### src/sv/adfrs_pkg.sv
// Shared constants, codes and controller/datapath interface types for the
// audio DAC block. No dependencies.
package adfrs_pkg;

  localparam int FIFO_DEPTH         = 2048;
  localparam int FRAC_BITS          = 12;
  localparam int NEARLY_EMPTY_LEVEL = 128;

  localparam int ADDR_W  = $clog2(FIFO_DEPTH);
  localparam int POS_W   = ADDR_W + FRAC_BITS;
  localparam int PEND_W  = POS_W + 1;
  localparam int STEP_W  = 20;
  localparam int RATE_W  = 17;
  localparam int DIV_W   = STEP_W + FRAC_BITS;
  localparam int DCNT_W  = $clog2(DIV_W);

  localparam logic [RATE_W-1:0] RATE_RESET  = RATE_W'(22050);
  localparam logic [DIV_W-1:0]  BASE_CLK_HZ = DIV_W'(1000000);
  localparam logic [STEP_W-1:0] STEP_MAX    = {STEP_W{1'b1}};
  localparam logic [7:0]        SILENCE     = 8'h80;
  localparam logic [7:0]        UNMAPPED    = 8'hFF;

  localparam logic [PEND_W-1:0] PEND_ONE     = PEND_W'(2 ** FRAC_BITS);
  localparam logic [PEND_W-1:0] PEND_FULL_TH = PEND_W'((FIFO_DEPTH - 1) * (2 ** FRAC_BITS));
  localparam logic [PEND_W-1:0] PEND_NE_TH   = PEND_W'(NEARLY_EMPTY_LEVEL * (2 ** FRAC_BITS));

  // register offsets from the base port
  localparam logic [2:0] OFF_DATA   = 3'd0;
  localparam logic [2:0] OFF_CMD    = 3'd2;
  localparam logic [2:0] OFF_DIV    = 3'd3;
  localparam logic [2:0] OFF_RESET  = 3'd4;
  localparam logic [2:0] OFF_ZERO_A = 3'd5;
  localparam logic [2:0] OFF_ZERO_B = 3'd6;

  typedef enum logic [1:0] {
    OP_READ  = 2'd0,
    OP_WRITE = 2'd1,
    OP_TICK  = 2'd2,
    OP_NONE  = 2'd3
  } op_e;

  typedef enum logic [2:0] {
    ST_INIT,
    ST_IDLE,
    ST_EXEC,
    ST_DIV1,
    ST_DIV2,
    ST_CLEAR,
    ST_DONE
  } ctl_state_e;

  typedef struct packed {
    logic load;        // capture input item
    logic exec;        // commit the immediate effects of the item
    logic div_start;   // launch divider
    logic div_second;  // second division operands
    logic div_commit;  // write step and run the irq check
    logic fill;        // write silence at fill counter
    logic emit;        // move result into output register
  } ctl_cmd_t;

  typedef struct packed {
    logic is_div;
    logic is_clear;
    logic div_done;
    logic fill_last;
    logic out_free;
  } ctl_sts_t;

endpackage

### src/sv/adfrs_ctrl.sv
// Controller: after the power-up silence fill, sequences one item at a time
// through execute, divide, clear and result hand-off. Depends on adfrs_pkg.
module adfrs_ctrl
  import adfrs_pkg::*;
(
  input  logic     clk_i,
  input  logic     rst_ni,
  input  logic     in_valid_i,
  output logic     in_stall_o,
  input  ctl_sts_t sts_i,
  output ctl_cmd_t cmd_o
);

  ctl_state_e state_q, state_d;

  always_ff @(posedge clk_i or negedge rst_ni) begin
    if (!rst_ni) state_q <= ST_INIT;
    else         state_q <= state_d;
  end

  always_comb begin
    state_d    = state_q;
    cmd_o      = '0;
    in_stall_o = 1'b1;
    unique case (state_q)
      ST_INIT: begin
        cmd_o.fill = 1'b1;
        if (sts_i.fill_last) state_d = ST_IDLE;
      end
      ST_IDLE: begin
        in_stall_o = 1'b0;
        if (in_valid_i) begin
          cmd_o.load = 1'b1;
          state_d    = ST_EXEC;
        end
      end
      ST_EXEC: begin
        cmd_o.exec = 1'b1;
        if (sts_i.is_div) begin
          cmd_o.div_start = 1'b1;
          state_d         = ST_DIV1;
        end else if (sts_i.is_clear) begin
          state_d = ST_CLEAR;
        end else begin
          state_d = ST_DONE;
        end
      end
      ST_DIV1: begin
        if (sts_i.div_done) begin
          cmd_o.div_start  = 1'b1;
          cmd_o.div_second = 1'b1;
          state_d          = ST_DIV2;
        end
      end
      ST_DIV2: begin
        if (sts_i.div_done) begin
          cmd_o.div_commit = 1'b1;
          state_d          = ST_DONE;
        end
      end
      ST_CLEAR: begin
        cmd_o.fill = 1'b1;
        if (sts_i.fill_last) state_d = ST_DONE;
      end
      ST_DONE: begin
        if (sts_i.out_free) begin
          cmd_o.emit = 1'b1;
          state_d    = ST_IDLE;
        end
      end
      default: state_d = ST_IDLE;
    endcase
  end

endmodule

### config.mk
export PLATFORM = sky130hd
export DESIGN_NAME = adfrs_ctrl
export DESIGN_NICKNAME = d
export VERILOG_FILES = /design/src/sv/adfrs_pkg.sv /design/src/sv/adfrs_ctrl.sv
export SDC_FILE = /design/constraint.sdc
export NUM_CORES = 1
export LEC_CHECK = 0
export BUFFER_PORTS_ARGS = -buffer_cell sky130_fd_sc_hd__buf_2
export CAP_MARGIN = 20
export CORE_AREA = 8 8 45 47
export DETAILED_ROUTE_END_ITERATION = 12
export DIE_AREA = 0 0 53 55
export PLACE_DENSITY = 0.48
export SYNTH_ARGS = -nofsm -noshare
export SYNTH_HDL_FRONTEND = slang
export SYNTH_SLANG_ARGS = --single-unit
### constraint.sdc
create_clock -name clk_i -period 1.1 [get_ports clk_i]
set_input_delay 0.055 -clock clk_i [delete_from_list [all_inputs] [get_ports clk_i]]
set_output_delay 0.055 -clock clk_i [all_outputs]
set_load 0.02 [all_outputs]
==> impl_summary.md, run 1 <==
Finish
The register bank with the most flops is state_q. The area of the multi-input gates is 277.8 µm². The largest registers in the layout are state_q: 3 flops. Summing all flip-flop and latch instances after layout gives around 78 µm². The number of nets in the layout is between 70 and 80. The most frequent standard cell in the layout excluding fill and tap cells is sky130_fd_sc_hd__buf_4. The total inserted antenna cells is 0.

The synthesis-to-layout area growth is 93.63%. Fill cells in the final layout number around 140. The post-route cell area is 646.9 µm². Of the cells placed in the final design, the portion with a size suffix greater than 1 is 0.7000. The library cells used most frequently in the layout, excluding fill and tap cells, are sky130_fd_sc_hd__buf_4, sky130_fd_sc_hd__buf_2, sky130_fd_sc_hd__buf_6. The end-of-flow core utilization is 0.4675.

The register with the most flip-flops in the layout has 3 of them.

Clock network
CTS saw 3 sinks. The clock-pin slew reported for the worst setup and hold paths after clock tree synthesis is 0.04 ns. The buffer levels on the longest clock path is 2. The H-tree depth reported by CTS is 1. TritonCTS built the clock tree. The clock latency on the worst-skew pair is between 0.2 and 0.25 ns. The buffer cell driving the clock tree root is sky130_fd_sc_hd__clkbuf_4. The number of clock buffers inserted by TritonCTS is 3.

Global routing
Global routing finished with a remaining overflow of 0. The first global-routing pass estimated between 1.5 and 2 mm of wire. Entering global routing, the biggest net connects 8 pins. The number of global-route vias before repair came to 420.

The number of antenna violations at the first check in global routing is 0. Across every metal layer, demand over resource in global routing totals 0.08256.

Die
The number of placement rows is 14. The floorplan step set the die height to roughly 55 µm. For this configuration, the core starts out at a cell density of 0.2414.

The die is between 50 and 60 µm wide. The total area inside the core boundary comes to between 1000 and 1500 µm². The die covers 2915 µm². 16 I/O pins were placed.

STA
For the final database, setup skew stands at roughly 0.0016 ns. Of the available clock period, the critical path in the final layout requires 1.180. For the pin with the worst max-slew slack, the measured transition is about 0.21 ns. Setup repair after global routing could not meet its margin everywhere. The minimum setup slack in the final design is -0.1982 ns. The clock period minus worst slack is approximately 1.3 ns. The maximum operating frequency is 0.7703 GHz. The normalized max-slew margin is 0.8600. The final-layout worst hold slack is about 0.15 ns. The final hold violation count is 0.

The max-slew violation total from the final report is 0. Setup violations remaining at the end of the flow were counted as 11.

Critical path
On the worst path, the slowest cell contributes a delay of around 0.47 ns. The largest fanout of any net on the critical path is 7. For the worst setup path, the data arrival time is 1.24 ns. On the critical path, the stage with the largest delay is an instance of sky130_fd_sc_hd__dfrtp_2. The element type at the critical path end is an output port. The startpoint-to-endpoint class of the critical path is flip-flop to output port. At the worst endpoint, the required time is approximately 1.0 ns. Walking the worst path, the cells encountered are nor2b_4, and3_4, a21o_1, buf_6. STA classifies the critical path startpoint as a flip-flop.

Synth
The synthesized flop and latch total is 3. Counting distinct cell types in the post-synthesis netlist gives 24. The post-synthesis instance area is around 330 µm². Among all flip-flop cells after synthesis, the most frequent one is sky130_fd_sc_hd__dfrtp_1. Synthesis produced a netlist with a net count of 46. The average cell area after synthesis is 8.791 µm². The synthesized design contains 0 enable-type register cells. The instance count of the mapped netlist is 38.

The share of the Yosys chip area taken by registers is 0.2247. The share of synthesized registers carrying an async set or reset is 1.000. For this run, the number of Yosys warnings is 0.

Placement
The routability congestion estimate is 0.7177. The post-detailed-placement half-perimeter wirelength is ~740 µm. The placement-stage cell area is 467.9 µm². The worst slack at placement is -0.07529 ns. The count of input and output buffers is 15.

Detailed routing
The final routed wirelength across all metal layers is between 1 and 1.5 mm. The total number of vias is slightly above 400. The routed wire length per instance is roughly 13 µm. The first-pass iteration count of the detailed router is 4. In this run the remaining antenna-violating nets after routing total 0. The number of DRC markers after the initial detailed-route iteration is 5.

The residual DRC count is 0. Dividing the detail-routed via count by the number of cells gives ~4.7.

Power and ir drop
IR analysis of the VDD net gives a maximum drop of between 0.8 and 0.9 mV. Dividing total power by cell area gives a power density of about 3000 nW/µm². Overall power consumption after layout is estimated at between 1.5 and 2 mW. The reported leakage power is approximately 0.32 nW.

Flow run
Across the run, the number of max-cap violations was 0.

Min path
The path class of the tightest hold or removal check is primary input to async pin.

Outcome
The checks that failed: negative setup slack. The run finished, with violations left.
-- cell usage after synthesis (2+ instances only) --
cell | instances | share of area
sky130_fd_sc_hd__buf_6 | 2 | 0.067
sky130_fd_sc_hd__and3_1 | 3 | 0.056
sky130_fd_sc_hd__nand2b_1 | 2 | 0.037
sky130_fd_sc_hd__nand2_1 | 2 | 0.022
sky130_fd_sc_hd__nor2_1 | 3 | 0.034
sky130_fd_sc_hd__inv_1 | 3 | 0.034
sky130_fd_sc_hd__o21ai_0 | 2 | 0.030
sky130_fd_sc_hd__nor2b_1 | 2 | 0.037
sky130_fd_sc_hd__dfrtp_1 | 3 | 0.22
sky130_fd_sc_hd__a221oi_2 | 2 | 0.090
-- timing repair --
action / 4_1_cts / 5_1_grt
hold buffers: 1 / 0
pin swaps: 4 / 4
hold endpoints to repair: 3 / 0
endpoints found under the setup margin: 10 / 11
buffers inserted: 7 / 0
gates resized for setup: 18 / 8
-- final cells by class --
type / count / area share
clock buffer: 4 / 0.04062
inverter: 3 / 0.01741
multi-input combinational: 29 / 0.4294
sequential: 3 / 0.1199
tap: 16 / 0.03095
timing repair buffer: 31 / 0.3617
-- worst max-delay path: cells and delay by family (launching register included) --
kind                   cells  cell delay, ns
and+or+nand+nor            2            0.33
AOI/OAI and AO/OA          1            0.09
DFF                        1            0.47
buffers and inverters      1            0.11
-- cell families (layout without fill, tap and decap cells) --
kind of cell           after synthesis  after routing  share of synthesized area
muxes                                2              2                    0.06367
DFF                                  3              3                     0.2247
and+or+nand+nor                     16             16                     0.3109
AOI/OAI and AO/OA                   11             11                     0.2847
buffers and inverters                6             38                     0.1161
-- metal layers --
layer | vias to the layer above | global-route usage | wire length [µm]
li1 | 202 | - | -
met1 | 194 | 0.08828 | 443
met2 | 10 | 0.1504 | 653
met3 | 2 | 0.01872 | 41
met4 | 0 | 0.03879 | 13
met5 | - | 0 | 0
-- power breakdown --
| group | internal [mW] | switching (mW) |
|---|---|---|
| Combinational | 0.827 | 0.662 |
| Clock | 0.136 | 0.0563 |
| Sequential | 0.175 | 0.101 |
| Total | 1.14 | 0.819 |
-- path summary, 6_finish.rpt --
| check | start | to | slack [ns] | cells past startpoint |
|---|---|---|---|---|
| worst max-delay path | state_q[2] | cmd_o[4] | -0.20 | 4 |
| min in group clk_i | in_valid_i | state_q[1] | 0.16 | 3 |
| worst min register to register | state_q[1] | state_q[0] | 0.73 | 3 |
| max in group asynchronous | rst_ni | state_q[2] | 0.83 | 2 |
| worst max register to register | state_q[0] | state_q[1] | -0.17 | 4 |
| worst min-delay path | rst_ni | state_q[0] | 0.15 | 2 |
-- stage by stage --
step                      TNS [ns]  cells
after CTS                   -1.484     86
after global placement     -0.4945     74
after detailed placement   -0.2760     74
after global routing        -2.159     86
after floorplan            -0.1319     38
final                       -1.561     86
(Power assumes the default switching activity.)
==> inputs of run 2 (changes only) <==
SKIP_LAST_GASP = 1   (was default)
==> run 2 against run 1 <==
Effect of this change:
- the run still ends with negative setup slack left
- final cell count unchanged
- die area unchanged
- design area down 4.1%
- routed wire length down 5.3%
==> impl_summary.md, run 2 (synthesis gave the netlist of run 1 again) <==
Outcome
The flow ran to the end, but the final reports show violations. The final reports fail on negative setup slack.

Finish
The area of the multi-input gates is 251.5 µm² (-9.5%). The number of flip-flops in the largest register is 3 (unchanged). The area growth from synthesis to layout is 85.77%. In the layout the commonest cells are sky130_fd_sc_hd__buf_4, sky130_fd_sc_hd__buf_2, sky130_fd_sc_hd__buf_6. The final cell count without fillers is 86 (unchanged). The share of cells above drive strength 1 is 0.6571 (-0.04286).

The flip-flop and latch area came to 77.57 µm² (unchanged). The total inserted antenna cells is 0 (unchanged). The register with the most flip-flops in the final layout is state_q. The library cell used most frequently in the layout, excluding fill and tap cells, is sky130_fd_sc_hd__buf_4.

The largest registers in the layout are state_q: 3 flops. The number of filler instances in the final layout is 144 (+1.4%). The number of nets in the layout is 79 (unchanged).

Power and ir drop
The sequential cell fraction of total power is 0.148 (+0.007). The power per unit of standard cell area was 3008 nW/µm² (-0.57%). The reported leakage power is 0.3163 nW (-2.0%). The internal portion of total power is 1.098 mW (-3.5%). The net switching power came to 768.4 µW (-6.2%).

The total power is 1.867 mW (-4.6%). The combinational power share is 0.750 (-0.011). The net switching share of the total power is 0.4116 (-0.006941). The largest voltage drop on the vdd net is 0.8687 mV (about the same).

The part of the total power dissipated in the clock network is 0.102 (+0.004).

Critical path
The buffer and inverter count on the worst path came to 1 (unchanged). The arrival time of data at the critical path endpoint is 1.24 ns (about the same). The delay of the slowest cell on the worst path was 0.47 ns (about the same). The slowest cell on the critical path is sky130_fd_sc_hd__dfrtp_2. The worst setup path is captured at an output port.

The startpoint class of the critical path is a flip-flop. The required time of the critical path is 1.04 ns (about the same). The signal on the critical path passes through nor2b_4, and3_4, a21o_1, buf_6. The largest fanout of any net on the critical path is 7 (unchanged). The cell family contributing the most delay on the critical path is flip-flops. The startpoint-to-endpoint class of the critical path is flip-flop to output port.

Clock network
The number of clock buffers inserted by TritonCTS came to 3 (unchanged). The buffer cell driving the clock tree root is sky130_fd_sc_hd__clkbuf_4. The clock-pin slew reported for the worst setup and hold paths after clock tree synthesis is 0.04 ns (about the same). The clock latency on the worst-skew pair is 0.23 ns (about the same). The buffer levels on the longest clock path is 2 (unchanged). TritonCTS built the clock tree. The H-tree depth reported by CTS came to 1 (unchanged). The clock sink total is 3 (unchanged).

Global routing
The number of antenna violations at the first check in global routing is 0 (unchanged). The final global-route overflow total is 0 (unchanged). The pin count of the biggest net entering global routing is 8 (unchanged). The first-pass GRT wire length is 1.814 mm (-0.38%).

The number of global-route vias before repair is 411 (-2.1%). The global router's overall resource usage is 0.08201 (-0.0005467).

Placement
The worst slack at placement is -0.07529 ns (unchanged). The count of input and output buffers is 15 (unchanged). The cell count after placement is 74 (unchanged). The routability congestion estimate is 0.7177 (unchanged). The post-detailed-placement half-perimeter wirelength is 741.3 µm (unchanged).

STA
The clock skew is 0.001114 ns (-0.0004727 ns). The maximum operating frequency is 0.7695 GHz (about the same). The normalized max-slew margin came to 0.8514 (-0.008637).

The final hold violation count is 0 (unchanged). Setup repair after global routing could not meet its margin everywhere. The minimum setup slack in the final design was -0.1995 ns (-0.001284 ns).

The clock period minus worst slack is 1.299 ns (+0.001284 ns). The final setup violation count came to 11 (unchanged). The transition time of the tightest slew-check pin is 0.2229 ns (+0.01296 ns).

The final-layout worst hold slack came to 0.1491 ns (+0.001543 ns). The post-route clock period utilization is 1.181 (about the same). The max-slew violation total from the final report is 0 (unchanged).

Detailed routing
The number of DRC markers after the initial detailed-route iteration is 3 (-2). The final routed wirelength across all metal layers is 1.090 mm (-5.3%). The first-pass iteration count of the detailed router is 3 (-1). The final antenna-violating net count is 0 (unchanged). The total number of vias is 401 (-1.7%). The number of vias per cell after detailed routing is 4.663 (-1.7%). The routed wire length per instance is 12.67 µm (-5.3%). The residual DRC count came to 0 (unchanged).

Die
The total die area was 2915 µm² (unchanged). The vertical die dimension is 55 µm (unchanged). The effective utilization at floorplan is 0.2414 (unchanged).

The number of placement rows is 14 (unchanged). The top-level I/O count is 16 (unchanged). The core outline area is 1384 µm² (unchanged). The die width is 53 µm (unchanged).

Min path
The path type of the worst min-delay path is primary input to async pin.

Flow run
The max capacitance violation total is 0 (unchanged).
## run 2: cell count changes in the layout (fill, tap and decap cells not counted)
| cell | before | now |
|---|---|---|
| sky130_fd_sc_hd__o21ai_1 | 0 | 2 |
| sky130_fd_sc_hd__o21ai_2 | 3 | 1 |
| sky130_fd_sc_hd__nand2b_1 | 1 | 2 |
| sky130_fd_sc_hd__nand2b_4 | 1 | 0 |
| sky130_fd_sc_hd__o32ai_2 | 0 | 1 |
| sky130_fd_sc_hd__o32ai_4 | 1 | 0 |
## run 2: per-stage QoR
step	setup TNS (ns)	area [µm²]	utilization
after global routing	-2.223	620.6	0.4485
final	-1.612	620.6	0.4485
after CTS	-1.580	605.6	0.4376
after detailed placement	-0.2760	467.9	0.3382
after floorplan	-0.1319	340.3	-
after global placement	-0.4945	467.9	0.3382
## run 2: worst paths after layout
| check | start | end | slack [ns] | cells after the start |
|---|---|---|---|---|
| max in group asynchronous | rst_ni | state_q[2] | 0.83 | 2 |
| max reg2reg | state_q[0] | state_q[1] | -0.17 | 4 |
| min in group clk_i | in_valid_i | state_q[1] | 0.16 | 3 |
| min reg2reg | state_q[1] | state_q[0] | 0.70 | 3 |
| min | rst_ni | state_q[0] | 0.15 | 2 |
| max | state_q[2] | cmd_o[4] | -0.20 | 4 |
## run 2: layout make-up
cell class,count,area share
Inverter,3,0.01815
Clock buffer,4,0.04234
Tap cell,16,0.03226
Multi-Input combinational cell,29,0.4052
Sequential cell,3,0.1250
Timing Repair Buffer,31,0.3770
## run 2: what timing repair did
action / CTS / global route
cloned: 0 / 0
gates resized for setup: 16 / 6
hold endpoints to repair: 3 / 0
pin swaps: 4 / 2
hold buffers: 1 / 0
endpoints found under the setup margin: 10 / 11
setup buffers: 7 / 0
## run 2: routing by layer
metal	share of wire	GRT usage
met5	0	0
met4	0.012	0.03879
met3	0.036	0.01872
met2	0.56	0.1504
met1	0.39	0.08676
## run 2: power groups by stage
stage                     Combinational, mW  Sequential (mW)  Clock, mW
final                                  1.40            0.277      0.190
after global routing                   1.52            0.284      0.211
after CTS                              1.36            0.268      0.200
after detailed placement               1.01            0.277          0
after global placement                 1.02            0.285          0
after floorplan                       0.755            0.209          0
==> inputs of run 3 (changes only) <==
ABC_AREA = 1   (was default)
CTS_BUF_LIST = sky130_fd_sc_hd__clkbuf_8   (was default)
PLACE_DENSITY = 0.56   (was 0.48)
==> run 3 against run 2 <==
Effect of this change:
- the run still ends with negative setup slack left
- critical path depth is 1 higher
- via count up 32%
- maximum frequency up 3.5%
- first-iteration DRC count grew to 3.0 times the previous value
- critical path type unchanged
- highest routed layer is now met3
==> impl_summary.md, run 3 <==
STA
The transition time of the tightest slew-check pin is 0.1952 ns (-0.02767 ns). The normalized max-slew margin was 0.8699 (+0.01844). The final-layout worst hold slack is 0.1640 ns (+0.01490 ns). The maximum operating frequency is 0.7967 GHz (+3.5%). The final hold violation count is 0 (unchanged). The clock period minus worst slack came to 1.255 ns (-0.04434 ns). The max-slew violation total from the final report is 0 (unchanged). The post-route clock period utilization is 1.141 (-0.04031).

Setup repair after global routing could not meet its margin everywhere. The minimum setup slack in the final design is -0.1552 ns (+0.04434 ns). The clock skew was 0.002505 ns (+0.001391 ns).

The final setup violation count is 11 (unchanged). The summed negative setup slack over all endpoints was -1.347 ns (+0.2658 ns).

Synth
The average cell area after synthesis is 6.564 µm² (-25%). The number of enable-type register cells in the synthesized netlist came to 0 (unchanged). After synthesis, the most frequently instantiated cells are sky130_fd_sc_hd__nand2_1, sky130_fd_sc_hd__nand3_1, sky130_fd_sc_hd__nor2_1.

The count of distinct cell types in the synthesized netlist came to 18 (-25%). The post-synthesis instance area came to 426.7 µm² (+28%). The fraction of the yosys area taken by sequential cells came to 0.1760 (-0.04877).

The share of synthesized registers carrying an async set or reset is 1.000 (unchanged). The fraction of synthesized cell area taken by the top area cell type is 0.1760 (-0.04877). The count of warnings emitted by yosys is 0 (unchanged). For this run, the leading register cell type out of synthesis is sky130_fd_sc_hd__dfrtp_1.

The most instantiated library cell after synthesis is sky130_fd_sc_hd__nand2_1. Yosys attributes the largest share of cell area to sky130_fd_sc_hd__dfrtp_1, sky130_fd_sc_hd__nand2_1, sky130_fd_sc_hd__nor2_4. The synthesized flop and latch total is 3 (unchanged). The net count after synthesis was 73 (+59%).

The instance count of the mapped netlist was 65 (+71%). Summed over all instances, the cell type with the most area after synthesis is sky130_fd_sc_hd__dfrtp_1.

Critical path
The cell that appears most often on the critical path is sky130_fd_sc_hd__buf_6. STA classifies the critical path startpoint as a flip-flop. The slowest cell on the critical path is sky130_fd_sc_hd__dfrtp_2. Traced cell by cell, the critical path runs through inv_4, nand3_4, buf_6, nor2_4, buf_6.

STA classifies the critical path endpoint as an output port. The arrival time of data at the critical path endpoint is 1.20 ns (-0.04 ns). By startpoint and endpoint, the worst setup path is classified as flip-flop to output port. The count of cells along the worst register-to-register path came to 8 (+4). The delay of the slowest cell on the worst path is 0.47 ns (about the same). The largest fanout of any net on the critical path is 6 (-1). The required time of the critical path is 1.04 ns (about the same).

Detailed routing
The final antenna-violating net count is 0 (unchanged). The first-pass iteration count of the detailed router is 4 (+1). The number of DRC markers after the initial detailed-route iteration is 9 (+6).

The residual DRC count is 0 (unchanged). The number of vias per cell after detailed routing is 4.591 (-1.5%). The final routed wirelength across all metal layers is 1.270 mm (+17%). The total number of vias is 528 (+32%).

The routed wire length per instance is 11.04 µm (-13%).

Clock network
TritonCTS built the clock tree. The number of clock buffers inserted by TritonCTS was 3 (unchanged). The buffer levels on the longest clock path is 2 (unchanged). The clock-pin slew reported for the worst setup and hold paths after clock tree synthesis came to 0.03 ns (about the same).

The buffer cell driving the clock tree root is sky130_fd_sc_hd__clkbuf_8. The clock sink total was 3 (unchanged). The H-tree depth reported by CTS was 1 (unchanged). The clock latency on the worst-skew pair came to 0.22 ns (about the same).

Finish
The number of flip-flops in the largest register is 3 (unchanged). The share of cells above drive strength 1 came to 0.5960 (-0.06118). The largest registers in the layout are state_q: 3 flops.

Leaving out fill and tap cells, the most frequent cells in the layout are sky130_fd_sc_hd__nand2_1, sky130_fd_sc_hd__buf_6, sky130_fd_sc_hd__buf_4. The final cell count without fillers was 115 (+34%). The total inserted antenna cells is 0 (unchanged). The post-route cell area is 785.8 µm² (+27%).

Counting flops per register, the top entry is state_q. The end-of-flow core utilization was 0.5678 (+0.1193). The number of nets in the layout was 108 (+37%). The number of filler instances in the final layout was 134 (-6.9%). The library cell used most frequently in the layout, excluding fill and tap cells, is sky130_fd_sc_hd__nand2_1. Relative to the synthesized area, the layout overhead comes to 84.16%.

Die
The core outline area is 1384 µm² (unchanged). The effective utilization at floorplan is 0.3083 (+0.06691). The number of placement rows is 14 (unchanged). The total die area is 2915 µm² (unchanged).

The vertical die dimension is 55 µm (unchanged). The die width was 53 µm (unchanged). The top-level I/O count is 16 (unchanged).

Global routing
The final global-route overflow total is 0 (unchanged). The first-pass GRT wire length was 2.132 mm (+18%). The global router's overall resource usage is 0.09781 (+0.01580). The number of antenna violations at the first check in global routing was 0 (unchanged).

The number of global-route vias before repair is 503 (+22%). The pin count of the biggest net entering global routing is 7 (-1).

Power and ir drop
The largest voltage drop on the vdd net is 1.249 mV (+44%). The combinational power share is 0.755 (+0.005). The net switching power is 1.080 mW (+41%).

The power per unit of standard cell area is 3036 nW/µm² (+0.92%). The sequential cell fraction of total power came to 0.116 (-0.032). The total power is 2.385 mW (+28%). The net switching share of the total power is 0.4528 (+0.04115).

The internal portion of total power is 1.305 mW (+19%). The reported leakage power is 0.4094 nW (+29%). The part of the total power dissipated in the clock network came to 0.129 (+0.027).

Placement
The routability congestion estimate is 0.8054 (+12%). The count of input and output buffers is 15 (unchanged). The cell count after placement is 100 (+35%). The post-detailed-placement half-perimeter wirelength is 886.6 µm (+20%).

The worst slack at placement is -0.1266 ns (-0.05126 ns). The placement-stage cell area is 546.8 µm² (+17%).

Min path
The path class of the tightest hold or removal check is primary input to async pin.

Flow run
The max capacitance violation total is 0 (unchanged).

Outcome
The final reports fail on negative setup slack. The run finished, with violations left.
run 3: cell count changes after synthesis, moves of 3 or more:
| cell | change |
|---|---|
| sky130_fd_sc_hd__nand2_1 | +15 |
| sky130_fd_sc_hd__nor2_1 | +5 |
| sky130_fd_sc_hd__nor2_4 | +4 |
| sky130_fd_sc_hd__nand3_1 | +8 |
| sky130_fd_sc_hd__inv_1 | +3 |
| sky130_fd_sc_hd__and3_1 | -3 |
run 3: worst max-delay path, delay by kind of cell, from the launching register on:
family | cells | cell delay, ns
and+or+nand+nor | 2 | 0.15
DFF | 1 | 0.47
buffers and inverters | 3 | 0.37
run 3: cell families (layout without fill, tap and decap cells):
family | Yosys count | after routing | share of synthesized area
flops | 3 | 3 | 0.1759
compound gates | 4 | 4 | 0.05574
simple gates | 46 | 46 | 0.5983
buf+inv | 12 | 46 | 0.1701
run 3: cell type report:
class / count / area, µm² / share of cell area
sequential: 3 / 77.57 / 0.09873
timing repair buffer: 33 / 281.5 / 0.3583
tap: 16 / 20.02 / 0.02548
multi-input combinational: 50 / 322.8 / 0.4108
clock buffer: 3 / 41.29 / 0.05255
inverter: 9 / 38.79 / 0.04936
clock inverter: 1 / 3.754 / 0.004777
run 3: what timing repair did:
item | 4_1_cts | 5_1_grt
buffers inserted | 9 | 1
setup endpoints to repair | 11 | 11
hold endpoints to repair | 3 | 0
pin swaps | 4 | 6
resized for setup | 25 | 9
cloned | 0 | 0
hold buffers | 1 | 0
run 3: worst paths after layout:
path                              end  startpoint  slack, ns
setup reg to reg           state_q[2]  state_q[1]      -0.15
hold / removal             state_q[2]      rst_ni       0.16
max in group asynchronous  state_q[1]      rst_ni       0.82
setup / recovery             cmd_o[6]  state_q[1]      -0.16
hold reg to reg            state_q[0]  state_q[0]       0.63
min in group clk_i         state_q[2]    sts_i[4]       0.19
run 3: routing by layer:
metal  share of wire  track usage
met1            0.40       0.1033
met2            0.56       0.1816
met3           0.040      0.04011
met4               0      0.01293
met5               0            0
run 3: power groups by stage:
stage               sequential, mW  combinational [mW]  clock, mW
floorplan                    0.189                1.02          0
CTS                          0.274                1.69      0.317
global route                 0.288                1.95      0.331
detailed placement           0.278                1.23          0
finish                       0.277                1.80      0.308
global placement             0.278                1.23          0
